`src/rtl/rcps_pkg.sv`:
```
// Package for the RC pulse scaler: register map, widths and the structs
// that move between the pipeline stages. No dependencies.
package rcps_pkg;

  localparam int unsigned PulseW = 15;
  localparam int unsigned DeadW  = 12;
  localparam int unsigned ValW   = 16;
  localparam int unsigned AddrW  = 5;
  localparam int unsigned DataW  = 32;
  localparam int unsigned ExtW   = 18;   // signed width of all front-end differences

  // Divider geometry: 32-bit dividend, 16-bit divisor, 4 quotient bits per stage
  localparam int unsigned NumW         = 32;
  localparam int unsigned DenW         = 16;
  localparam int unsigned DivStages    = 8;
  localparam int unsigned BitsPerStage = NumW / DivStages;

  // Register indexes (paddr[4:2])
  localparam logic [2:0] RegPulseMin  = 3'd0;
  localparam logic [2:0] RegPulseTrim = 3'd1;
  localparam logic [2:0] RegPulseMax  = 3'd2;
  localparam logic [2:0] RegDeadBand  = 3'd3;
  localparam logic [2:0] RegAngleMode = 3'd4;
  localparam logic [2:0] RegOutHigh   = 3'd5;
  localparam logic [2:0] RegOutLow    = 3'd6;
  localparam logic [2:0] RegInvert    = 3'd7;

  // Reset values
  localparam logic [PulseW-1:0] PulseMinRst  = 15'd2300;
  localparam logic [PulseW-1:0] PulseTrimRst = 15'd2645;
  localparam logic [PulseW-1:0] PulseMaxRst  = 15'd3740;
  localparam logic [DeadW-1:0]  DeadBandRst  = 12'd30;

  typedef struct packed {
    logic [PulseW-1:0]      pulse_min;
    logic [PulseW-1:0]      pulse_trim;
    logic [PulseW-1:0]      pulse_max;
    logic [DeadW-1:0]       dead_band;
    logic                   angle_mode;
    logic signed [ValW-1:0] out_high;
    logic signed [ValW-1:0] out_low;
    logic                   invert;
  } cfg_t;

  // Control that rides along with each transaction
  typedef struct packed {
    logic                   use_map;  // result is quotient + offs, else offs alone
    logic                   q_neg;    // quotient sign
    logic                   do_inv;   // negate before saturation
    logic signed [ExtW-1:0] offs;     // map offset, or the bypass value
  } ctl_t;

  typedef struct packed {
    logic [NumW-1:0] numq;  // dividend bits shift out the top, quotient bits in the bottom
    logic [DenW-1:0] rem;
    logic [DenW-1:0] den;
    ctl_t            ctl;
  } div_t;

endpackage

```
`src/rtl/rcps_regs.sv`:
```
// APB-style configuration registers of the RC pulse scaler.
// Depends on rcps_pkg.
module rcps_regs (
  input  logic                         clk_i,
  input  logic                         rst_ni,
  input  logic                         psel,
  input  logic                         penable,
  input  logic                         pwrite,
  input  logic [rcps_pkg::AddrW-1:0]   paddr,
  input  logic [rcps_pkg::DataW-1:0]   pwdata,
  output logic [rcps_pkg::DataW-1:0]   prdata,
  output logic                         pready,
  output rcps_pkg::cfg_t               cfg_o
);

  rcps_pkg::cfg_t cfg_q;
  logic           wr_en;
  logic [2:0]     idx;

  assign pready = 1'b1;
  assign wr_en  = psel & penable & pwrite;
  assign idx    = paddr[4:2];
  assign cfg_o  = cfg_q;

  always_ff @(posedge clk_i or negedge rst_ni) begin
    if (!rst_ni) begin
      cfg_q.pulse_min  <= rcps_pkg::PulseMinRst;
      cfg_q.pulse_trim <= rcps_pkg::PulseTrimRst;
      cfg_q.pulse_max  <= rcps_pkg::PulseMaxRst;
      cfg_q.dead_band  <= rcps_pkg::DeadBandRst;
      cfg_q.angle_mode <= 1'b1;
      cfg_q.out_high   <= '0;
      cfg_q.out_low    <= '0;
      cfg_q.invert     <= 1'b0;
    end else if (wr_en) begin
      unique case (idx)
        rcps_pkg::RegPulseMin:  cfg_q.pulse_min  <= pwdata[rcps_pkg::PulseW-1:0];
        rcps_pkg::RegPulseTrim: cfg_q.pulse_trim <= pwdata[rcps_pkg::PulseW-1:0];
        rcps_pkg::RegPulseMax:  cfg_q.pulse_max  <= pwdata[rcps_pkg::PulseW-1:0];
        rcps_pkg::RegDeadBand:  cfg_q.dead_band  <= pwdata[rcps_pkg::DeadW-1:0];
        rcps_pkg::RegAngleMode: cfg_q.angle_mode <= pwdata[0];
        rcps_pkg::RegOutHigh:   cfg_q.out_high   <= $signed(pwdata[rcps_pkg::ValW-1:0]);
        rcps_pkg::RegOutLow:    cfg_q.out_low    <= $signed(pwdata[rcps_pkg::ValW-1:0]);
        rcps_pkg::RegInvert:    cfg_q.invert     <= pwdata[0];
        default: ;
      endcase
    end
  end

  always_comb begin
    prdata = '0;
    unique case (idx)
      rcps_pkg::RegPulseMin:  prdata = {17'd0, cfg_q.pulse_min};
      rcps_pkg::RegPulseTrim: prdata = {17'd0, cfg_q.pulse_trim};
      rcps_pkg::RegPulseMax:  prdata = {17'd0, cfg_q.pulse_max};
      rcps_pkg::RegDeadBand:  prdata = {20'd0, cfg_q.dead_band};
      rcps_pkg::RegAngleMode: prdata = {31'd0, cfg_q.angle_mode};
      rcps_pkg::RegOutHigh:   prdata = {{16{cfg_q.out_high[15]}}, cfg_q.out_high};
      rcps_pkg::RegOutLow:    prdata = {{16{cfg_q.out_low[15]}}, cfg_q.out_low};
      rcps_pkg::RegInvert:    prdata = {31'd0, cfg_q.invert};
      default:                prdata = '0;
    endcase
  end

endmodule

```
`src/rtl/rcps_front.sv`:
```
// Front end of the scaler pipeline: segment select with operand
// differences (stage A), then magnitudes and the product (stage B).
// Depends on rcps_pkg.
module rcps_front (
  input  logic                          clk_i,
  input  logic                          rst_ni,
  input  logic                          in_valid_i,
  input  logic [rcps_pkg::PulseW-1:0]   pulse_width_i,
  input  rcps_pkg::cfg_t                cfg_i,
  output logic                          out_valid_o,
  output rcps_pkg::div_t                out_o
);

  localparam int unsigned EW = rcps_pkg::ExtW;

  logic signed [EW-1:0] x_s, mn_s, tr_s, mx_s, db_s, hi_s, lo_s;
  logic signed [EW-1:0] th_s, tl_s, rtl_s;
  logic signed [EW-1:0] xa_d, dc_d, den_d;
  rcps_pkg::ctl_t       ctl_d;

  logic                 a_valid_q;
  logic signed [EW-1:0] xa_q, dc_q, den_q;
  rcps_pkg::ctl_t       ctl_q;

  logic [EW-1:0]                 xa_abs, dc_abs, den_abs;
  logic [30:0]                   prod;
  rcps_pkg::div_t                b_d;
  logic                          b_valid_q;
  rcps_pkg::div_t                b_q;

  assign x_s   = $signed({3'd0, pulse_width_i});
  assign mn_s  = $signed({3'd0, cfg_i.pulse_min});
  assign tr_s  = $signed({3'd0, cfg_i.pulse_trim});
  assign mx_s  = $signed({3'd0, cfg_i.pulse_max});
  assign db_s  = $signed({6'd0, cfg_i.dead_band});
  assign hi_s  = $signed({{2{cfg_i.out_high[15]}}, cfg_i.out_high});
  assign lo_s  = $signed({{2{cfg_i.out_low[15]}}, cfg_i.out_low});
  assign th_s  = tr_s + db_s;
  assign tl_s  = tr_s - db_s;
  assign rtl_s = mn_s + db_s;

  // Stage A: pick the segment and form x-a, d-c and b-a
  always_comb begin
    xa_d          = x_s - th_s;
    dc_d          = hi_s;
    den_d         = mx_s - th_s;
    ctl_d.use_map = 1'b0;
    ctl_d.q_neg   = 1'b0;
    ctl_d.do_inv  = cfg_i.invert;
    ctl_d.offs    = '0;
    if (cfg_i.angle_mode) begin
      priority if (tl_s == mn_s || mx_s == th_s) begin
        // zero span: flat zero, no inversion
        ctl_d.do_inv = 1'b0;
      end else if (x_s > th_s) begin
        ctl_d.use_map = 1'b1;
      end else if (x_s < tl_s) begin
        xa_d          = x_s - mn_s;
        den_d         = tl_s - mn_s;
        ctl_d.use_map = 1'b1;
        ctl_d.offs    = -hi_s;
      end else begin
        ctl_d.use_map = 1'b0;  // dead zone
      end
    end else begin
      xa_d          = x_s - rtl_s;
      dc_d          = hi_s - lo_s;
      den_d         = mx_s - rtl_s;
      ctl_d.offs    = lo_s;
      ctl_d.use_map = (x_s > rtl_s) && (mx_s != rtl_s);
    end
  end

  always_ff @(posedge clk_i or negedge rst_ni) begin
    if (!rst_ni) begin
      a_valid_q <= 1'b0;
      b_valid_q <= 1'b0;
    end else begin
      a_valid_q <= in_valid_i;
      b_valid_q <= a_valid_q;
    end
  end

  always_ff @(posedge clk_i) begin
    xa_q  <= xa_d;
    dc_q  <= dc_d;
    den_q <= den_d;
    ctl_q <= ctl_d;
    b_q   <= b_d;
  end

  // Stage B: sign/magnitude split and the 15x16 product
  assign xa_abs  = xa_q[EW-1]  ? EW'(-xa_q)  : EW'(xa_q);
  assign dc_abs  = dc_q[EW-1]  ? EW'(-dc_q)  : EW'(dc_q);
  assign den_abs = den_q[EW-1] ? EW'(-den_q) : EW'(den_q);
  assign prod    = xa_abs[14:0] * dc_abs[15:0];

  always_comb begin
    b_d           = '0;
    b_d.numq      = {1'b0, prod};
    b_d.rem       = '0;
    b_d.den       = den_abs[rcps_pkg::DenW-1:0];
    b_d.ctl       = ctl_q;
    b_d.ctl.q_neg = xa_q[EW-1] ^ dc_q[EW-1] ^ den_q[EW-1];
  end

  assign out_valid_o = b_valid_q;
  assign out_o       = b_q;

endmodule

```
`src/rtl/rcps_div.sv`:
```
// Pipelined restoring divider, a fixed number of quotient bits per stage.
// Depends on rcps_pkg.
module rcps_div (
  input  logic           clk_i,
  input  logic           rst_ni,
  input  logic           in_valid_i,
  input  rcps_pkg::div_t in_i,
  output logic           out_valid_o,
  output rcps_pkg::div_t out_o
);

  localparam int unsigned NS = rcps_pkg::DivStages;
  localparam int unsigned NW = rcps_pkg::NumW;
  localparam int unsigned DW = rcps_pkg::DenW;

  logic           v_q  [NS];
  rcps_pkg::div_t st_q [NS];

  for (genvar g = 0; g < NS; g++) begin : g_stage
    rcps_pkg::div_t src, nxt;
    logic           src_v;

    if (g == 0) begin : g_first
      assign src   = in_i;
      assign src_v = in_valid_i;
    end else begin : g_rest
      assign src   = st_q[g-1];
      assign src_v = v_q[g-1];
    end

    always_comb begin
      logic [DW:0] r17;
      logic        ge;
      nxt = src;
      for (int k = 0; k < rcps_pkg::BitsPerStage; k++) begin
        r17      = {nxt.rem, nxt.numq[NW-1]};
        ge       = r17 >= {1'b0, nxt.den};
        nxt.numq = {nxt.numq[NW-2:0], ge};
        nxt.rem  = ge ? DW'(r17 - {1'b0, nxt.den}) : r17[DW-1:0];
      end
    end

    always_ff @(posedge clk_i or negedge rst_ni) begin
      if (!rst_ni) begin
        v_q[g] <= 1'b0;
      end else begin
        v_q[g] <= src_v;
      end
    end

    always_ff @(posedge clk_i) begin
      st_q[g] <= nxt;
    end
  end

  assign out_valid_o = v_q[NS-1];
  assign out_o       = st_q[NS-1];

endmodule

```
`src/rtl/rcps_back.sv`:
```
// Output stage: signs the quotient, adds the offset, inverts, saturates.
// Depends on rcps_pkg.
module rcps_back (
  input  logic                                clk_i,
  input  logic                                rst_ni,
  input  logic                                in_valid_i,
  input  logic [rcps_pkg::NumW-1:0]           quot_i,
  input  rcps_pkg::ctl_t                      ctl_i,
  output logic                                done_o,
  output logic signed [rcps_pkg::ValW-1:0]    scaled_value_o
);

  logic [16:0]                      q_clip;
  logic signed [18:0]               q_s, offs_s, sum_s, res_s;
  logic signed [rcps_pkg::ValW-1:0] sat_d;
  logic                             done_q;
  logic signed [rcps_pkg::ValW-1:0] val_q;

  // Any quotient of 2^16 or more saturates whatever the offset
  assign q_clip = (|quot_i[rcps_pkg::NumW-1:16]) ? 17'h10000 : {1'b0, quot_i[15:0]};
  assign q_s    = ctl_i.q_neg ? -$signed({2'b0, q_clip}) : $signed({2'b0, q_clip});
  assign offs_s = $signed({ctl_i.offs[rcps_pkg::ExtW-1], ctl_i.offs});
  assign sum_s  = ctl_i.use_map ? q_s + offs_s : offs_s;
  assign res_s  = ctl_i.do_inv ? -sum_s : sum_s;

  always_comb begin
    priority if (res_s > 19'sd32767) begin
      sat_d = 16'sh7fff;
    end else if (res_s < -19'sd32768) begin
      sat_d = -16'sh8000;
    end else begin
      sat_d = res_s[rcps_pkg::ValW-1:0];
    end
  end

  always_ff @(posedge clk_i or negedge rst_ni) begin
    if (!rst_ni) begin
      done_q <= 1'b0;
    end else begin
      done_q <= in_valid_i;
    end
  end

  always_ff @(posedge clk_i) begin
    val_q <= sat_d;
  end

  assign done_o         = done_q;
  assign scaled_value_o = val_q;

endmodule

```
`src/rtl/rc_pulse_to_scaled_value.sv`:
```
// RC pulse scaler, top level: maps a measured receiver pulse width to a
// saturated signed 16-bit control value (angle or range mode).
// Depends on rcps_pkg, rcps_regs, rcps_front, rcps_div, rcps_back.
//
// Usage:
//   - Input: a transaction is taken at each rising edge with start high
//     and busy low. busy stays low; a new pulse may be offered every
//     cycle, so the sustained rate is one pulse per clock.
//   - Output: done_o pulses for one cycle with scaled_value_o valid. The
//     result of a pulse passes through one select stage, one multiply
//     stage, eight divider stages of four quotient bits each and one
//     output stage.
//   - Results leave in the order pulses were taken; the receiver has no
//     stall, so nothing is held back and no transaction is ever dropped.
//   - Configuration: APB-style, register i at byte address 4*i, pready
//     tied high. Write only while no transaction is in flight.
//   - Reset (rst_ni low, asynchronous): registers go to their defaults
//     (min 2300, trim 2645, max 3740, dead band 30, angle mode, outputs 0,
//     no inversion) and all pipeline valid bits clear.
module rc_pulse_to_scaled_value (
  input  logic                              clk_i,
  input  logic                              rst_ni,
  input  logic                              psel,
  input  logic                              penable,
  input  logic                              pwrite,
  input  logic [rcps_pkg::AddrW-1:0]        paddr,
  input  logic [rcps_pkg::DataW-1:0]        pwdata,
  output logic [rcps_pkg::DataW-1:0]        prdata,
  output logic                              pready,
  input  logic                              start,
  output logic                              busy,
  input  logic [rcps_pkg::PulseW-1:0]       pulse_width_i,
  output logic                              done_o,
  output logic signed [rcps_pkg::ValW-1:0]  scaled_value_o
);

  rcps_pkg::cfg_t cfg;
  logic           front_valid;
  rcps_pkg::div_t front_data;
  logic           div_valid;
  rcps_pkg::div_t div_data;

  // Fully pipelined, never back-pressured
  assign busy = 1'b0;

  rcps_regs u_regs (
    .clk_i   (clk_i),
    .rst_ni  (rst_ni),
    .psel    (psel),
    .penable (penable),
    .pwrite  (pwrite),
    .paddr   (paddr),
    .pwdata  (pwdata),
    .prdata  (prdata),
    .pready  (pready),
    .cfg_o   (cfg)
  );

  // Segment select, differences and product
  rcps_front u_front (
    .clk_i         (clk_i),
    .rst_ni        (rst_ni),
    .in_valid_i    (start & ~busy),
    .pulse_width_i (pulse_width_i),
    .cfg_i         (cfg),
    .out_valid_o   (front_valid),
    .out_o         (front_data)
  );

  // Truncating divide of the product magnitude by the span magnitude
  rcps_div u_div (
    .clk_i       (clk_i),
    .rst_ni      (rst_ni),
    .in_valid_i  (front_valid),
    .in_i        (front_data),
    .out_valid_o (div_valid),
    .out_o       (div_data)
  );

  // Offset, inversion and saturation
  rcps_back u_back (
    .clk_i          (clk_i),
    .rst_ni         (rst_ni),
    .in_valid_i     (div_valid),
    .quot_i         (div_data.numq),
    .ctl_i          (div_data.ctl),
    .done_o         (done_o),
    .scaled_value_o (scaled_value_o)
  );

endmodule

```
`config.mk`:
```
export PLATFORM = sky130hd
export DESIGN_NAME = rc_pulse_to_scaled_value
export DESIGN_NICKNAME = d
export VERILOG_FILES = /design/src/rtl/rcps_pkg.sv /design/src/rtl/rcps_regs.sv /design/src/rtl/rcps_front.sv /design/src/rtl/rcps_div.sv /design/src/rtl/rcps_back.sv /design/src/rtl/rc_pulse_to_scaled_value.sv
export SDC_FILE = /design/constraint.sdc
export NUM_CORES = 2
export LEC_CHECK = 0
export ABC_AREA = 1
export ABC_CLOCK_PERIOD_IN_PS = 11000
export BUFFER_PORTS_ARGS = -buffer_cell sky130_fd_sc_hd__buf_2
export CORE_MARGIN = 2
export CORE_UTILIZATION = 35
export DETAILED_ROUTE_END_ITERATION = 10
export PLACE_DENSITY = 0.48
export SLEW_MARGIN = 0
export SYNTH_ARGS = -nofsm -noshare
export SYNTH_HDL_FRONTEND = slang
export SYNTH_SLANG_ARGS = --single-unit
```
`constraint.sdc`:
```
create_clock -name clk_i -period 11 [get_ports clk_i]
set_input_delay 1.1 -clock clk_i [delete_from_list [all_inputs] [get_ports clk_i]]
set_output_delay 1.1 -clock clk_i [all_outputs]
set_load 0.02 [all_outputs]
```
==> summary.md <==
| Metric | Value |
|---|---|
| Register area share after synthesis | 0.2770 |
| IO buf count | slightly below 90 |
| Die height | 442.5 um |
| Most common cell in the netlist | nand2_1 |
| CTS tree | done |
| Vias in the first global route | 55190 |
| DRC | 0 |
| Max stage delay on crit path | 0.61 ns |
| Reg clk slew, reported paths | around 0.07 ns |
| Die area | between 150000 and 200000 um^2 |
| Final Cycle Share | 0.9009 |
| Synth Instances | 8987 |
| Critical path type | flop to flop |
| GRT Overall Usage | 0.2016 |
| Worst-path maximum fanout | 30 |
| Syn-to-layout area delta | 9.456% |
| Root buffer cell | clkbuf_16 |
| CP Buf/Inv Count | 4 |
| Starting Density | 0.3530 |
| Die Span X | 442.5 um |
| Synth cell count leaders | nand2_1 (2237), inv_1 (1124), dfxtp_1 (802), ha_1 (772), a21oi_1 (658) |
| Crit. End Element | flop |
| Max Cap Violations | 0 |
| Fmax | 100.9 MHz |
| GPL Wtd Cong | between 0.8 and 0.9 |
| Hold buffer count at cts | 0 |
| # IOs | 109 |
| Type of origin of the critical path | flop |
| Synth area leaders | dfxtp_1 (24%), ha_1 (14%), nand2_1 (12%) |
| Routed vias/inst | ~5 |
| HPWL after DPL | 165900 um |
| Post-synth EDFFs | 0 |
| Setup TNS | 0 ns |
| Slew Limit Fails | 0 |
| DRT Wirelength | approximately 200000 um |
| Share of layout cells above drive strength 1 | 0.05568 |
| First-pass GRT wire length | roughly 310000 um |
| NumNets Final | 10080 |
| Rel. slew slack | 0.1790 |
| Core Region | 190600 um^2 |
| Delay-heaviest family, CP | simple AND/OR/NAND/NOR gates |
| Max clock buf depth | 3 |
| Post-synth top flop | dfxtp_1 |
| Status | finished clean |
| Top cell type's share of synthesized area | 0.2386 |
| Maximum number of pins on one net before global-route repair | 75 |
| Count of cell types in the netlist | 76 |
| Minimum clock period | 9.910 ns |
| Asr flop ratio synth | 0.1128 |
| # clock sinks | 904 |
| Worst EP required | about 12 ns |
| Post-synth design cell area | 67280 um^2 |
| Most used cell, CP | nand2_1 |
| Worst EP arrival | 10.54 ns |
| Setup Skew | 0.1161 ns |
| Post-CTS Setup Bufs | 0 |
| Mean routed wirelength per cell | roughly 17 um |
| Final ANT Viol Nets | 0 |
| Avg Synthesized Cell Area | between 7 and 8 um^2 |
| Seq cells post-synth | 904 |
| Slew of the pin with the lowest slew margin | 1.230 ns |
| CTS Buf Count | 100 |
| Synth warn | 0 |
| H-tree levels | 3 |
| GRT Residual Overflow | 0 |
| Iteration-0 DRC Markers | 3862 |
| RSZ-0062 raised after global routing | no |
| Final hold violations | 0 |
| CP max-delay cell | dfxtp_1 |
| Final setup violation count | 0 |
| Synth area leader | dfxtp_1 |
| Min-delay worst type | flop to flop |
| DR vias | approximately 58000 |
| Clock Latency Late Sink | 0.79 ns |
| Initial antenna violation count | 13 |
| Drt first pass iters | 6 |
| Placement row count | 160 |
cell families after synthesis:
| group | synth area share |
|---|---|
| and+or+nand+nor | 0.2233 |
| AOI/OAI and AO/OA | 0.1331 |
| buffers and inverters | 0.08158 |
| adders and majority gates | 0.2093 |
| DFF | 0.2770 |
| xor gates and xnor gates | 0.07550 |
| other | 0.0001116 |
registers in the layout, summed over array words and instances, names as in the netlist, 7 cells and up:
signal,cells
u_div.st_q,648
u_front.dc_q,17
u_back.scaled_value_o,16
u_div.g_stage.src_v,7
u_front.out_o,68
u_regs.cfg_o,91
u_front.den_q,17
u_front.xa_q,16
u_front.b_d,20
stage by stage:
| stage | instance area, um^2 | setup slack [ns] | hold WS, ns | utilization | cells |
|---|---|---|---|---|---|
| final | 73650 | 1.090 | 0.2745 | 0.3864 | 11620 |
| after global routing | 73640 | 0.1256 | 0.2747 | 0.3864 | 11620 |
| after floorplan | 67310 | 3.418 | 0.3096 | - | 8994 |
| after CTS | 73630 | 0.9214 | 0.2269 | 0.3863 | 11620 |
| after global placement | 70010 | 0.9532 | 0.3100 | 0.3674 | 11430 |
| after detailed placement | 70010 | 0.9653 | 0.3121 | 0.3674 | 11430 |
per-layer routing:
layer | share of wire | wire length, um | global-route usage | vias up
met5 | 0.000065 | 13 | 0 | -
li1 | - | - | - | 29530
met3 | 0.041 | 8311 | 0.02040 | 214
met2 | 0.44 | 88160 | 0.3208 | 1169
met1 | 0.50 | 99930 | 0.2907 | 26670
met4 | 0.023 | 4550 | 0.04963 | 2
repair_timing:
action                                  in CTS  in global routing
gates resized for setup                      0                  3
endpoints found under the hold margin        0                  0
endpoints found under the setup margin       0                 29
worst paths after layout:
path | from | to | cells past startpoint | slack (ns)
max | u_div.st_q[0][277] | u_div.st_q[1][40] | 55 | 1.09
min | u_div.st_q[1][150] | u_div.st_q[1][239] | 0 | 0.27
max reg2reg | u_div.st_q[0][277] | u_div.st_q[1][40] | 55 | 1.09
min reg2reg | u_div.st_q[1][150] | u_div.st_q[1][239] | 0 | 0.27
max in group asynchronous | rst_ni | u_regs.cfg_o[45] | 2 | 9.39
min in group asynchronous | rst_ni | u_regs.cfg_o[2] | 1 | 0.29
cell usage in the layout (no fill, tap or decap), types with 25 or more instances in the layout:
cell / count
nand2_1: 2237
inv_1: 1124
dfxtp_1: 802
ha_1: 772
a21oi_1: 658
nor2_1: 521
o21ai_0: 517
nand3_1: 466
xor2_1: 364
fa_1: 221
xnor2_1: 216
clkbuf_16: 101
buf_2: 87
nand4_1: 81
nor3_1: 78
dfrtp_1: 77
o21ai_1: 55
a21o_1: 48
a31oi_1: 48
or2_2: 39
buf_4: 37
nor4_1: 33
a21boi_0: 29
nand3b_1: 26
a21oi_2: 25
dfstp_2: 25
worst register-to-register path, delay by kind of cell (launching register included):
kind,cells,cell delay (ns)
AOI/OAI and AO/OA,15,2.77
adders and majority gates,4,1.38
and+or+nand+nor,32,3.99
DFF,1,0.61
buffers and inverters,4,1.05
cell type report:
cell class | instances | area (um^2)
sequential | 904 | 18640
tap | 2511 | 3142
clock buffer | 129 | 2783
clock inverter | 54 | 828.3
multi-input combinational | 6743 | 43210
inverter | 1152 | 4324
fill | 20060 | 116900
antenna | 4 | 10.01
timing repair buffer | 124 | 713.2
Power is left out: the tool's default activity adds up to more than one toggle a clock period on the data nets, which glitch-free logic cannot reach.
